File: config.mk
export PLATFORM = sky130hd
export DESIGN_NAME = clock_victim_selector
export DESIGN_NICKNAME = d
export VERILOG_FILES = /design/src/rtl/cvs_pkg.sv /design/src/rtl/cvs_frame_mem.sv /design/src/rtl/cvs_ctrl.sv /design/src/rtl/clock_victim_selector.sv
export VERILOG_INCLUDE_DIRS = /design/src /design/src/rtl
export SDC_FILE = /design/constraint.sdc
export NUM_CORES = 1
export LEC_CHECK = 0
export BUFFER_PORTS_ARGS = -buffer_cell sky130_fd_sc_hd__buf_2
export CAP_MARGIN = 20
export CORE_ASPECT_RATIO = 1.75
export CORE_MARGIN = 2
export CORE_UTILIZATION = 45
export DETAILED_ROUTE_END_ITERATION = 12
export PLACE_DENSITY_LB_ADDON = 0.05
export SYNTH_ARGS = -nofsm -noshare
export SYNTH_HDL_FRONTEND = slang
export SYNTH_SLANG_ARGS = --single-unit
export TNS_END_PERCENT = 100
File: constraint.sdc
create_clock -name clk_i -period 4.6 [get_ports clk_i]
set_input_delay 0.23 -clock clk_i [delete_from_list [all_inputs] [get_ports clk_i]]
set_output_delay 0.23 -clock clk_i [all_outputs]
set_load 0.1 [all_outputs]
File: src/rtl/clock_victim_selector_assert.svh
// assertion macros shared by the clock victim selector
`ifndef CLOCK_VICTIM_SELECTOR_ASSERT_SVH
`define CLOCK_VICTIM_SELECTOR_ASSERT_SVH

// same-cycle implication, disabled in reset
`define CVS_ASSERT_NOW(lbl, ante, cons, msg) \
  lbl: assert property (@(posedge clk_i) disable iff (!rst_ni) (ante) |-> (cons)) \
    else $error(msg);

// next-cycle implication, disabled in reset
`define CVS_ASSERT_NEXT(lbl, ante, cons, msg) \
  lbl: assert property (@(posedge clk_i) disable iff (!rst_ni) (ante) |=> (cons)) \
    else $error(msg);

`endif

File: src/rtl/cvs_pkg.sv
`default_nettype none
package cvs_pkg;

  localparam int MAX_FRAMES = 64;
  localparam int IDX_W      = $clog2(MAX_FRAMES);
  localparam int CNT_W      = $clog2(MAX_FRAMES + 1);
  localparam int SEEN_W     = CNT_W + 1;

  // transaction kinds
  localparam logic [1:0] K_VICTIM = 2'd0;
  localparam logic [1:0] K_REF    = 2'd1;
  localparam logic [1:0] K_SET    = 2'd2;
  localparam logic [1:0] K_APPEND = 2'd3;

  // result status codes
  localparam logic [1:0] ST_OK        = 2'd0;
  localparam logic [1:0] ST_NO_VICTIM = 2'd1;
  localparam logic [1:0] ST_FULL      = 2'd2;
  localparam logic [1:0] ST_RANGE     = 2'd3;

  typedef struct packed {
    logic occ;
    logic pin;
    logic acc;
  } entry_t;

  typedef struct packed {
    logic             we;
    logic [IDX_W-1:0] waddr;
    entry_t           wdata;
    logic [IDX_W-1:0] raddr;
  } mem_req_t;

  typedef struct packed {
    logic             valid;
    logic [IDX_W-1:0] idx;
    logic [1:0]       status;
  } res_t;

  // next frame after pos, wrapping past the last present frame
  function automatic logic [IDX_W-1:0] advance(input logic [IDX_W-1:0] pos,
                                               input logic [CNT_W-1:0] fp);
    logic [CNT_W-1:0] nxt;
    nxt = {1'b0, pos} + CNT_W'(1);
    return (nxt >= fp) ? '0 : nxt[IDX_W-1:0];
  endfunction

endpackage
`default_nettype wire

File: src/rtl/cvs_frame_mem.sv
`default_nettype none
module cvs_frame_mem
  import cvs_pkg::*;
(
  input  wire logic     clk_i,
  input  wire logic     rst_ni,
  input  wire mem_req_t req_i,
  output entry_t        rdata_o
);

  entry_t           mem [MAX_FRAMES];
  entry_t           rdata_q;
  entry_t           fwd_data_q;
  logic             fwd_q;

  always_ff @(posedge clk_i) begin
    if (req_i.we) begin
      mem[req_i.waddr] <= req_i.wdata;
    end
    rdata_q    <= mem[req_i.raddr];
    fwd_data_q <= req_i.wdata;
  end

  // a read that collides with a write in the same cycle sees the new data
  always_ff @(posedge clk_i or negedge rst_ni) begin
    if (!rst_ni) begin
      fwd_q <= 1'b0;
    end else begin
      fwd_q <= req_i.we && (req_i.waddr == req_i.raddr);
    end
  end

  assign rdata_o = fwd_q ? fwd_data_q : rdata_q;

endmodule
`default_nettype wire

File: src/rtl/cvs_ctrl.sv
`default_nettype none
module cvs_ctrl
  import cvs_pkg::*;
(
  input  wire logic             clk_i,
  input  wire logic             rst_ni,
  input  wire logic             in_valid_i,
  input  wire logic [1:0]       kind_i,
  input  wire logic [IDX_W-1:0] frame_index_i,
  input  wire logic             occupied_i,
  input  wire logic             pinned_i,
  output logic                  in_stall_o,
  input  wire logic             out_free_i,
  output res_t                  res_o,
  output mem_req_t              mem_req_o,
  input  wire entry_t           mem_rdata_i
);

  localparam logic [1:0] S_IDLE = 2'd0;
  localparam logic [1:0] S_REF  = 2'd1;
  localparam logic [1:0] S_SCAN = 2'd2;
  localparam logic [1:0] S_RESP = 2'd3;

  logic [1:0]        state_q, state_d;
  logic [CNT_W-1:0]  fp_q, fp_d;
  logic [IDX_W-1:0]  hand_q, hand_d;
  logic [IDX_W-1:0]  cur_q, cur_d;
  logic [IDX_W-1:0]  pos_q, pos_d;
  logic [SEEN_W-1:0] seen_q, seen_d;
  logic [IDX_W-1:0]  res_idx_q, res_idx_d;
  logic [1:0]        res_st_q, res_st_d;
  logic [IDX_W-1:0]  start;
  logic              in_range;

  assign start    = ({1'b0, hand_q} >= fp_q) ? '0 : hand_q;
  assign in_range = ({1'b0, frame_index_i} < fp_q);

  always_comb begin
    state_d   = state_q;
    fp_d      = fp_q;
    hand_d    = hand_q;
    cur_d     = cur_q;
    pos_d     = pos_q;
    seen_d    = seen_q;
    res_idx_d = res_idx_q;
    res_st_d  = res_st_q;
    mem_req_o = '{we: 1'b0, waddr: cur_q, wdata: '0, raddr: pos_q};

    case (state_q)
      S_IDLE: begin
        if (in_valid_i) begin
          res_idx_d = '0;
          res_st_d  = ST_OK;
          state_d   = S_RESP;
          case (kind_i)
            K_VICTIM: begin
              if (fp_q == '0) begin
                res_st_d = ST_NO_VICTIM;
              end else begin
                hand_d          = start;
                mem_req_o.raddr = start;
                cur_d           = start;
                pos_d           = advance(start, fp_q);
                seen_d          = '0;
                state_d         = S_SCAN;
              end
            end
            K_REF: begin
              if (!in_range) begin
                res_st_d = ST_RANGE;
              end else begin
                mem_req_o.raddr = frame_index_i;
                cur_d           = frame_index_i;
                state_d         = S_REF;
              end
            end
            K_SET: begin
              if (!in_range) begin
                res_st_d = ST_RANGE;
              end else begin
                mem_req_o.we    = 1'b1;
                mem_req_o.waddr = frame_index_i;
                mem_req_o.wdata = '{occ: occupied_i, pin: pinned_i, acc: 1'b0};
              end
            end
            default: begin
              if (fp_q == CNT_W'(MAX_FRAMES)) begin
                res_st_d = ST_FULL;
              end else begin
                mem_req_o.we    = 1'b1;
                mem_req_o.waddr = fp_q[IDX_W-1:0];
                mem_req_o.wdata = '0;
                fp_d            = fp_q + CNT_W'(1);
                res_idx_d       = fp_q[IDX_W-1:0];
              end
            end
          endcase
        end
      end
      S_REF: begin
        mem_req_o.we    = 1'b1;
        mem_req_o.waddr = cur_q;
        mem_req_o.wdata = '{occ: mem_rdata_i.occ, pin: mem_rdata_i.pin, acc: 1'b1};
        state_d         = S_RESP;
      end
      S_SCAN: begin
        seen_d = seen_q + SEEN_W'(1);
        if (mem_rdata_i.occ && !mem_rdata_i.pin && !mem_rdata_i.acc) begin
          // victim found: pin it and move the hand past it
          mem_req_o.we    = 1'b1;
          mem_req_o.waddr = cur_q;
          mem_req_o.wdata = '{occ: 1'b1, pin: 1'b1, acc: 1'b0};
          hand_d          = pos_q;
          res_idx_d       = cur_q;
          res_st_d        = ST_OK;
          state_d         = S_RESP;
        end else begin
          if (mem_rdata_i.occ && !mem_rdata_i.pin) begin
            // second chance: clear accessed and pass by
            mem_req_o.we    = 1'b1;
            mem_req_o.waddr = cur_q;
            mem_req_o.wdata = '{occ: 1'b1, pin: 1'b0, acc: 1'b0};
          end
          if (seen_d == {fp_q, 1'b0}) begin
            res_idx_d = '0;
            res_st_d  = ST_NO_VICTIM;
            state_d   = S_RESP;
          end else begin
            mem_req_o.raddr = pos_q;
            cur_d           = pos_q;
            pos_d           = advance(pos_q, fp_q);
          end
        end
      end
      S_RESP: begin
        if (out_free_i) begin
          state_d = S_IDLE;
        end
      end
      default: begin
        state_d = S_IDLE;
      end
    endcase
  end

  always_ff @(posedge clk_i or negedge rst_ni) begin
    if (!rst_ni) begin
      state_q <= S_IDLE;
      fp_q    <= '0;
      hand_q  <= '0;
    end else begin
      state_q <= state_d;
      fp_q    <= fp_d;
      hand_q  <= hand_d;
    end
  end

  always_ff @(posedge clk_i) begin
    cur_q     <= cur_d;
    pos_q     <= pos_d;
    seen_q    <= seen_d;
    res_idx_q <= res_idx_d;
    res_st_q  <= res_st_d;
  end

  assign in_stall_o = (state_q != S_IDLE);
  assign res_o      = '{valid: (state_q == S_RESP), idx: res_idx_q, status: res_st_q};

endmodule
`default_nettype wire

File: src/rtl/clock_victim_selector.sv
// sequence: append, set and out-of-range transactions go from idle straight to the result,
//   a reference reads the frame and writes it back, a victim request visits at most 2 * frames present frames
// throughput: one transaction at a time; the scan visits one frame per cycle,
//   bounded by the single read port of the frame memory
// reset: asynchronous active low; clears the hand, the frame count and the output
//   valid; frame bits need no clearing, every frame is written when appended
`default_nettype none
module clock_victim_selector
  import cvs_pkg::*;
(
  input  wire logic             clk_i,
  input  wire logic             rst_ni,
  input  wire logic             in_valid_i,
  output logic                  in_stall_o,
  input  wire logic [1:0]       kind_i,
  input  wire logic [IDX_W-1:0] frame_index_i,
  input  wire logic             occupied_i,
  input  wire logic             pinned_i,
  output logic                  out_valid_o,
  input  wire logic             out_stall_i,
  output logic [IDX_W-1:0]      victim_index_o,
  output logic [1:0]            status_o
);

  mem_req_t         mem_req;
  entry_t           mem_rdata;
  res_t             res;
  logic             out_free;
  logic             out_valid_q, out_valid_d;
  logic [IDX_W-1:0] out_idx_q;
  logic [1:0]       out_st_q;

  // sequencer: decodes the transaction, runs the clock scan, builds the result
  cvs_ctrl u_ctrl (
    .clk_i         (clk_i),
    .rst_ni        (rst_ni),
    .in_valid_i    (in_valid_i),
    .kind_i        (kind_i),
    .frame_index_i (frame_index_i),
    .occupied_i    (occupied_i),
    .pinned_i      (pinned_i),
    .in_stall_o    (in_stall_o),
    .out_free_i    (out_free),
    .res_o         (res),
    .mem_req_o     (mem_req),
    .mem_rdata_i   (mem_rdata)
  );

  // frame table: occupied, pinned, accessed per frame, registered read
  cvs_frame_mem u_mem (
    .clk_i   (clk_i),
    .rst_ni  (rst_ni),
    .req_i   (mem_req),
    .rdata_o (mem_rdata)
  );

  // output register decouples the result from the next transaction
  assign out_free = !out_valid_q || !out_stall_i;

  always_comb begin
    out_valid_d = out_valid_q;
    if (res.valid && out_free) begin
      out_valid_d = 1'b1;
    end else if (!out_stall_i) begin
      out_valid_d = 1'b0;
    end
  end

  always_ff @(posedge clk_i or negedge rst_ni) begin
    if (!rst_ni) begin
      out_valid_q <= 1'b0;
    end else begin
      out_valid_q <= out_valid_d;
    end
  end

  // payload only loads when a new result is taken into the register
  always_ff @(posedge clk_i) begin
    if (res.valid && out_free) begin
      out_idx_q <= res.idx;
      out_st_q  <= res.status;
    end
  end

  assign out_valid_o    = out_valid_q;
  assign victim_index_o = out_idx_q;
  assign status_o       = out_st_q;

  `include "clock_victim_selector_assert.svh"

  // a failed transaction never reports a frame
  `CVS_ASSERT_NOW(a_fail_idx_zero, out_valid_o && (status_o != ST_OK), victim_index_o == '0, "nonzero index on failed transaction")
  // an accepted transaction keeps the input busy in the next cycle
  `CVS_ASSERT_NEXT(a_busy_after_accept, in_valid_i && !in_stall_o, in_stall_o, "input not busy after accept")
  // a new result only appears while a transaction was in work
  `CVS_ASSERT_NOW(a_result_from_work, $rose(out_valid_o), $past(in_stall_o), "result without transaction")

endmodule
`default_nettype wire
* After elaboration in Yosys (flattened, before gate mapping) *
Memories as Yosys holds them, arrays and structs flattened. A register that Yosys moved wholly into a read port is not among the register bits.
Cells that the tools add are included.

storage, ports and cells
  RAM bits = 192
  memories kept = 1
  output and inout port bits = 10
  input port bits = 14
  register bits = 56

operators by class
  reductions and logical operators = 24
  eq/ne operators = 20
  add/subtract/negate cells = 4
  order comparisons = 4
  bitwise operators = 2
  muxes and demuxes = 62

memories
  memory     words  width  read ports  clocked after Yosys merged registers in  write ports  line                 source
  u_mem.mem  64     3      1           1                                        1            cvs_frame_mem.sv:11  entry_t mem [MAX_FRAMES];

operators with widths
  kind                                                           count
  6-bit two-way mux                                              24
  6-bit case mux with 2 select lines                             6
  10-bit two-way mux                                             4
  10-bit case mux with 3 select lines                            1
  8-bit two-way mux                                              3
  2-bit two-way mux                                              10
  10-bit case mux with 2 select lines                            1
  16-bit two-way mux                                             1
  8-bit case mux with 2 select lines                             1
  6-bit by 1-bit adder with 7-bit output, second input constant  2
  7-bit greater-or-equal comparator                              2
  2-bit case mux with 2 select lines                             3
  2-bit inequality test, second input constant                   5
  8-bit by 1-bit adder with 8-bit output, second input constant  1
  8-bit equality test                                            1
  2-bit case mux with 4 select lines                             1
  4-bit AND reduction                                            2
  7-bit by 1-bit adder with 7-bit output, second input constant  1
  7-bit equality test, second input constant                     1
  6-bit by 7-bit greater-or-equal comparator with 1-bit output   1
  7-bit logical NOT                                              1
  6-bit by 7-bit < comparator with 1-bit output                  1
  7-bit AND reduction                                            1
  2-bit equality test, second input constant                     3
  19 further kinds                                               39

* Logic depth before layout (Yosys ltp) *
Gate-level depths: netlist of the first run.

  depth in word-level cells = 9
  gate-level depth with buffers = 19

* Hierarchy *
A second synthesis of the first run with hierarchy kept.

second synthesis, totals
  cells, all modules = 853
  area total of the unflattened synthesis = 12072.8 µm²

by module, submodules not included
  module                 cells each  sequential area each (µm²)  area each (µm²)  times used
  cvs_frame_mem          443         5910.7                      8132.8           1
  cvs_ctrl               398         1216.2                      3652.3           1
  clock_victim_selector  12          265.3                       287.8            1

* Worst setup path before layout of the first run *
No wires, ideal clock.

  path type = register to register
  start point = register u_ctrl.fp_q[4]
  end point = memory u_mem.mem[0][1] (netlist name) (data pin)
  path slack = 525 ps
  arrival = 3572 ps
  cell stages (with the launch flop) = 11
  required time = 4097 ps
  buffers on the path = 1
  cell sequence = dfrtp_1 clkbuf_2 inv_1 ha_1 a211oi_1 nor2_1 a21oi_1 nand2_1 nor4b_1 a221oi_1 nor2_1

RTL lines
  what                    line                 source
  from (decl)             cvs_ctrl.sv:25       logic [CNT_W-1:0] fp_q, fp_d;
  from (signal assigned)  cvs_ctrl.sv:153      fp_q <= fp_d;
  to (decl)               cvs_frame_mem.sv:11

* Worst setup path after layout of the first run *
  start point = register u_ctrl.fp_q[3]
  end point = register, netlist name u_mem.rdata_q[2]

on the way
  longest elaborated chain between the ends = 6
  elaborated cells between the ends (all ways) = 9
  those cells by class = order compare (2); mux (6); reduce/logical (1)

RTL lines
  what                                                          line            source
  6-bit by 7-bit greater-or-equal comparator with 1-bit output  cvs_ctrl.sv:35  assign start = ({1'b0, hand_q} >= fp_q) ? '0 : hand_q;
  6-bit two-way mux                                             cvs_ctrl.sv:35
  6-bit two-way mux                                             cvs_ctrl.sv:57  if (fp_q == '0) begin
  6-bit case mux with 2 select lines (*)                        cvs_ctrl.sv:55  case (kind_i)
  16-bit two-way mux (*)                                        cvs_ctrl.sv:51  if (in_valid_i) begin
  6-bit two-way mux (*)                                         -

Mark *: on every way between the ends. The rest lies on a longest branch, timed or not.
A chain may end at the register's enable or synchronous reset.

==> out/qor.txt, run 1 <==
Outcome -> finished clean
Max Slew Vio Count -> 0
Setup Skew -> 11.6 ps
CP startpoint kind -> register
Count of different cell masters after synthesis -> 77
Final period util -> 0.903
CP Capture Point -> u_mem.rdata_q[2]
CTS resizes -> 0
Layout cell share with drive strength beyond 1 -> 0.116
Fin. Hold Viols -> 0
Initial DRC Count -> 579
Area delta synth->final -> 12.4%
RSZ-0062 raised after global routing -> false
Routed WL -> 36.1 mm
Setup slack, reg-to-reg -> 450 ps
Main area contributors after synthesis -> edfxtp_1 (56%), nand2_1 (4.8%), ha_1 (4.1%)
Chip Width -> 129 um
CTS tree -> done
Wire per inst -> 25.3 um
Dpl hpwl -> 25.7 mm
Total congestion overflow -> 0
CTS root buf -> clkbuf_16
Synth Instances -> 1036
Power per Cell Area -> 692 nW/um^2
Synth top area share -> 0.559
Vias in the first global route -> 8951
Port bufs -> 23
Vias/cell -> 5.98
Final Power -> 9.52 mW
Clk_lat worst skew -> 530 ps
Fin util -> 0.516
# Max-Cap Violations -> 0
Inserted Diodes -> 0
Setup crit start -> u_ctrl.fp_q[3]
I/O pins -> 24
Clock buffer depth -> 3
Final min period -> 4150 ps
Detailed-route via count -> 8530
Core Area -> 26700 sq um
Relative slew slack -> 0.444
Post CTS Setup Buffer Count -> 0
# DRC -> 0
Post-synthesis sequential area ratio -> 0.604
CP arrival -> 4570 ps
Hold WC Path Type -> in -> async
Critical Path Fanout Max -> 38
Placed Area -> 12900 sq um
Synth Flop Type -> edfxtp_1
Syn Nets -> 1090
Filler Cell Count -> 2393
Post-synthesis register bit count -> 251
CTS sink count -> 251
Rows -> 79
Net count, final -> 1138
Top cell type by total area after synthesis -> edfxtp_1
Clock Pin Slew Worst Setup and Hold Paths -> 70 ps
Mean area per synthesized cell -> 11.8 sq um
Async SR Flop Fraction -> 0.0677
Final Hold Slack -> 204 ps
Post-CTS Hold Fix Bufs -> 2
GRT Total Usage -> 0.257
Kind of critical path -> reg -> reg
Largest net degree at the start of global routing -> 66
TritonCTS Buffers -> 24
DRT antenna net count -> 0
Gp weighted congestion -> 0.891
Initial antenna violation count -> 0
Most common cell after layout, fill and taps aside -> edfxtp_1
R2R depth -> 12
Post-route setup TNS -> 0 ps
Starting Density -> 0.459
Die Area -> 28600 sq um
Leak -> 4.95 nW
Synth Warn # -> 0
Start of the worst register-to-register path -> u_ctrl.fp_q[3]
Endpoint type of the worst setup path -> register
Mapped cell area -> 12200 sq um
Fmax -> 0.241 GHz
Max H-tree Level -> 1
Post-synth EDFFs -> 228
Worst slew pin tran -> 831 ps
Global-route wire length before repair -> 54.3 mm
Max IR drop VDD -> 0.359 mV
R2R Path End -> u_mem.rdata_q[2]
Endpoints failing setup -> 0
Die height -> 222 um
CP required -> 5020 ps
Commonest non-fill, non-tap cells in the layout -> edfxtp_1 (228), nand2_1 (154), nor2_1 (101), nand3_1 (60)
Post-route design area -> 13800 sq um
First-pass iteration count of the detailed router -> 7
==> worst max-delay path, stage by stage (launching register included) <==
cell	delay [ps]
dfrtp_1	510
inv_1	130
ha_1	200
a211oi_1	360
nor3_1	100
or4b_1	550
a32oi_2	360
and2_2	250
buf_12	220
mux4_1	620
a22oi_1	190
nand3_1	210
a31o_1	300
==> cells in the mapped netlist, types with 3 or more instances <==
library cell,number
mux4_2,5
clkbuf_1,28
a211o_1,6
dfrtp_1,17
a221o_1,5
nor3_1,8
xnor2_1,24
and2_1,12
nand3b_1,5
buf_2,11
a311o_1,3
a32o_1,3
mux2_2,4
a221oi_1,6
mux2i_1,23
inv_1,24
and3_1,21
o31ai_1,4
xor2_1,9
a21o_1,8
a211oi_1,21
nor2_1,104
o22ai_1,3
buf_4,3
a22oi_1,6
a21oi_1,26
mux4_1,4
dfxtp_1,6
a2111oi_0,3
nand3_1,60
nand2_1,156
a21boi_0,3
o21a_1,3
nor2b_1,13
edfxtp_1,228
o221ai_1,3
a311oi_1,6
a31oi_1,18
ha_1,40
o21ai_0,37
nand2b_1,11
or3_1,3
nand4_1,8
==> report_power, final <==
part | leakage (nW) | internal (mW) | switching [mW] | total [mW]
clock network | 0.386 | 1.18 | 0.842 | 2.02
logic | 2.21 | 1.31 | 2.81 | 4.12
registers | 2.36 | 3.10 | 0.274 | 3.37
total | 4.95 | 5.59 | 3.93 | 9.52
==> through the flow <==
stage / instances / setup WS [ps]
after floorplan: 1036 / 525
after global placement: 1379 / 557
after detailed placement: 1379 / 482
after CTS: 1425 / 471
after global routing: 1426 / 173
final: 1426 / 448
==> how the worst min path moves through the flow <==
stage / startpoint / end / slack (ps) / cells past startpoint
after global placement: rst_ni / u_ctrl.hand_q[3] / 230 / 1
after detailed placement: rst_ni / u_ctrl.hand_q[3] / 230 / 1
after global routing: rst_ni / u_ctrl.hand_q[3] / 240 / 2
after CTS: rst_ni / u_ctrl.hand_q[0] / 210 / 2
after floorplan: rst_ni / out_valid_o / -70 / 0
final: rst_ni / u_ctrl.hand_q[0] / 200 / 2
==> logic make-up after synthesis <==
kind of cell	share of synthesized area
AOI/OAI and AO/OA	0.109
xor gates and xnor gates	0.0236
adders and majority gates	0.0409
buffers and inverters	0.0281
DFF	0.604
muxes	0.0403
and+or+nand+nor	0.154
==> layout make-up <==
| cell class | instances | area, sq um | area share |
|---|---|---|---|
| multi-input cells | 713 | 4530 | 0.329 |
| well taps | 324 | 405 | 0.0295 |
| inverters | 24 | 90.1 | 0.00655 |
| repair buffers | 70 | 536 | 0.0389 |
| clock inverters | 12 | 140 | 0.0102 |
| clock buffers | 32 | 662 | 0.0481 |
| flip-flops and latches | 251 | 7390 | 0.537 |
==> layer usage <==
layer / global-route usage / up-vias / routed length [um]
met1: 0.267 / 4188 / 12600
li1: - / 3969 / -
met4: 0.138 / 0 / 2120
met5: 0 / - / 0
met2: 0.491 / 263 / 20100
met3: 0.0267 / 110 / 1280
==> flip-flops by register name, summed over array words and instances (netlist names) <==
signal / cells
u_mem.mem: 192
u_ctrl.seen_q: 8
u_ctrl.fp_q: 7
u_ctrl.cur_q: 6
u_ctrl.hand_q: 6
u_ctrl.pos_q: 6
u_ctrl.res_idx_q: 6
victim_index_o: 6
u_mem.fwd_data_q: 3
u_mem.rdata_q: 3
status_o: 2
u_ctrl.res_st_q: 2
u_ctrl.state_q: 2
out_valid_o: 1
u_mem.fwd_q: 1
(Power assumes the default switching activity.)
==> inputs of run 2 (changes only) <==
--- a/config.mk
+++ b/config.mk
@@ -9,10 +9,10 @@
 export BUFFER_PORTS_ARGS = -buffer_cell sky130_fd_sc_hd__buf_2
 export CAP_MARGIN = 20
 export CORE_ASPECT_RATIO = 1.75
-export CORE_MARGIN = 2
 export CORE_UTILIZATION = 45
 export DETAILED_ROUTE_END_ITERATION = 12
 export PLACE_DENSITY_LB_ADDON = 0.05
+export SKIP_CTS_REPAIR_TIMING = 1
 export SYNTH_ARGS = -nofsm -noshare
 export SYNTH_HDL_FRONTEND = slang
 export SYNTH_SLANG_ARGS = --single-unit
==> out/qor.txt, run 2 (same netlist as run 1, synthesis figures left out) <==
CP required -> 4800 ps
Max H-tree Level -> 1
Gp weighted congestion -> 0.921
GRT Total Usage -> 0.267
Detailed-route via count -> 8591
CP arrival -> 4520 ps
Routed WL -> 36.3 mm
Clock buffer depth -> 3
Setup Skew -> 25.2 ps
Layout cell share with drive strength beyond 1 -> 0.124
Initial DRC Count -> 799
Outcome -> finished clean
Vias/cell -> 6.01
Critical Path Fanout Max -> 8
Endpoint type of the worst setup path -> register
Commonest non-fill, non-tap cells in the layout -> edfxtp_1 (228), nand2_1 (154), nor2_1 (101), nand3_1 (60), buf_4 (43)
Setup slack, reg-to-reg -> 280 ps
DRT antenna net count -> 0
Final Hold Slack -> 187 ps
# DRC -> 0
TritonCTS Buffers -> 25
CTS root buf -> clkbuf_16
Inserted Diodes -> 0
Final period util -> 0.939
# Max-Cap Violations -> 0
Power per Cell Area -> 712 nW/um^2
Starting Density -> 0.459
Pre-CTS WS -> 329 ps
Port bufs -> 23
Max IR drop VDD -> 0.366 mV
Worst slew pin tran -> 852 ps
First-pass iteration count of the detailed router -> 5
Dpl hpwl -> 26.0 mm
RSZ-0062 raised after global routing -> false
PnR worst setup slack -> 280 ps
Rows -> 79
Wire per inst -> 25.4 um
Critical Path, Cell by Cell -> inv_1, ha_1, and4b_1, o21ai_0, o21ai_0, buf_4, o21ai_0, a211oi_1, o32a_1, and2_1, nor2b_1, nand3_1, nor2_1
Largest register FFs -> 192
Reg with most FFs -> u_mem.mem
Clk_lat worst skew -> 550 ps
Crit-path slowest cell -> o21ai_0
Initial antenna violation count -> 0
Crit-path leading delay family -> simple AND/OR/NAND/NOR gates
Total congestion overflow -> 0
Hold WC Path Type -> in -> async
Fin util -> 0.522
Largest net degree at the start of global routing -> 66
Area delta synth->final -> 13.8%
CP startpoint kind -> register
Vias in the first global route -> 8746
CP Buf/Inv Count -> 2
Leak -> 5.04 nW
Max Slew Vio Count -> 0
Top cell by count, worst path -> o21ai_0
Chip Width -> 127 um
Net count, final -> 1141
Core Area -> 26700 sq um
Fin. Hold Viols -> 0
I/O pins -> 24
Endpoints failing setup -> 0
Clock Pin Slew Worst Setup and Hold Paths -> 80 ps
Largest regs -> u_mem.mem: 192 flops, u_ctrl.seen_q: 8 flops, u_ctrl.fp_q: 7 flops
Die Area -> 27900 sq um
Relative slew slack -> 0.430
CTS tree -> done
Post-route setup TNS -> 0 ps
Most common cell after layout, fill and taps aside -> edfxtp_1
Global-route wire length before repair -> 53.7 mm
Fmax -> 0.232 GHz
Max incr delay on CP -> 690 ps
Filler Cell Count -> 2388
Final min period -> 4320 ps
Die height -> 220 um
CTS sink count -> 251
Kind of critical path -> reg -> reg
==> run 2: cell count changes in the layout (fill, tap and decap cells not counted), sizes merged <==
cell      delta
clkbuf       -8
clkinvlp     -1
clkinv       +2
inv          +1
bufinv       +6
buf          +3
==> run 2: worst paths after layout <==
check                                    start                end  cells past startpoint
min                                     rst_ni     u_ctrl.fp_q[6]                      2
min in group clk_i            frame_index_i[4]    u_ctrl.cur_q[4]                      4
min reg2reg                u_ctrl.res_idx_q[1]  victim_index_o[1]                      0
max                             u_ctrl.fp_q[3]   u_mem.mem[14][2]                     13
max reg2reg                     u_ctrl.fp_q[3]   u_mem.mem[14][2]                     13
max in group asynchronous               rst_ni        u_mem.fwd_q                      2
==> run 2: per-stage QoR <==
step | instances | total power, mW | cell area (sq um)
2_1_floorplan | 1036 | 5.99 | 12200
3_3_place_gp | 1381 | 7.54 | 12900
3_5_place_dp | 1381 | 7.54 | 12900
4_1_cts | 1426 | 9.95 | 13900
5_1_grt | 1429 | 10.4 | 13900
6_report | 1429 | 9.92 | 13900
==> run 2: layout make-up <==
| type | instances | area [sq um] | area share |
|---|---|---|---|
| repair buffers | 72 | 523 | 0.0375 |
| clock buffers | 25 | 626 | 0.0449 |
| multi-input cells | 713 | 4550 | 0.326 |
| clock inverters | 20 | 349 | 0.0251 |
| well taps | 324 | 405 | 0.0291 |
| inverters | 24 | 90.1 | 0.00647 |
| flip-flops and latches | 251 | 7390 | 0.531 |
==> run 2: routing by layer <==
layer	global-route usage	up-vias	routed length, um
li1	-	3983	-
met4	0.163	0	2290
met2	0.521	291	20100
met1	0.269	4196	12500
met3	0.0300	121	1380
met5	0	-	0
==> run 2: where the power goes <==
group / switching, mW / total, mW / internal (mW) / leakage, nW
Combinational: 2.82 / 4.13 / 1.31 / 2.21
Sequential: 0.284 / 3.39 / 3.10 / 2.36
Clock: 0.893 / 2.40 / 1.51 / 0.470
Total: 4.00 / 9.92 / 5.92 / 5.04
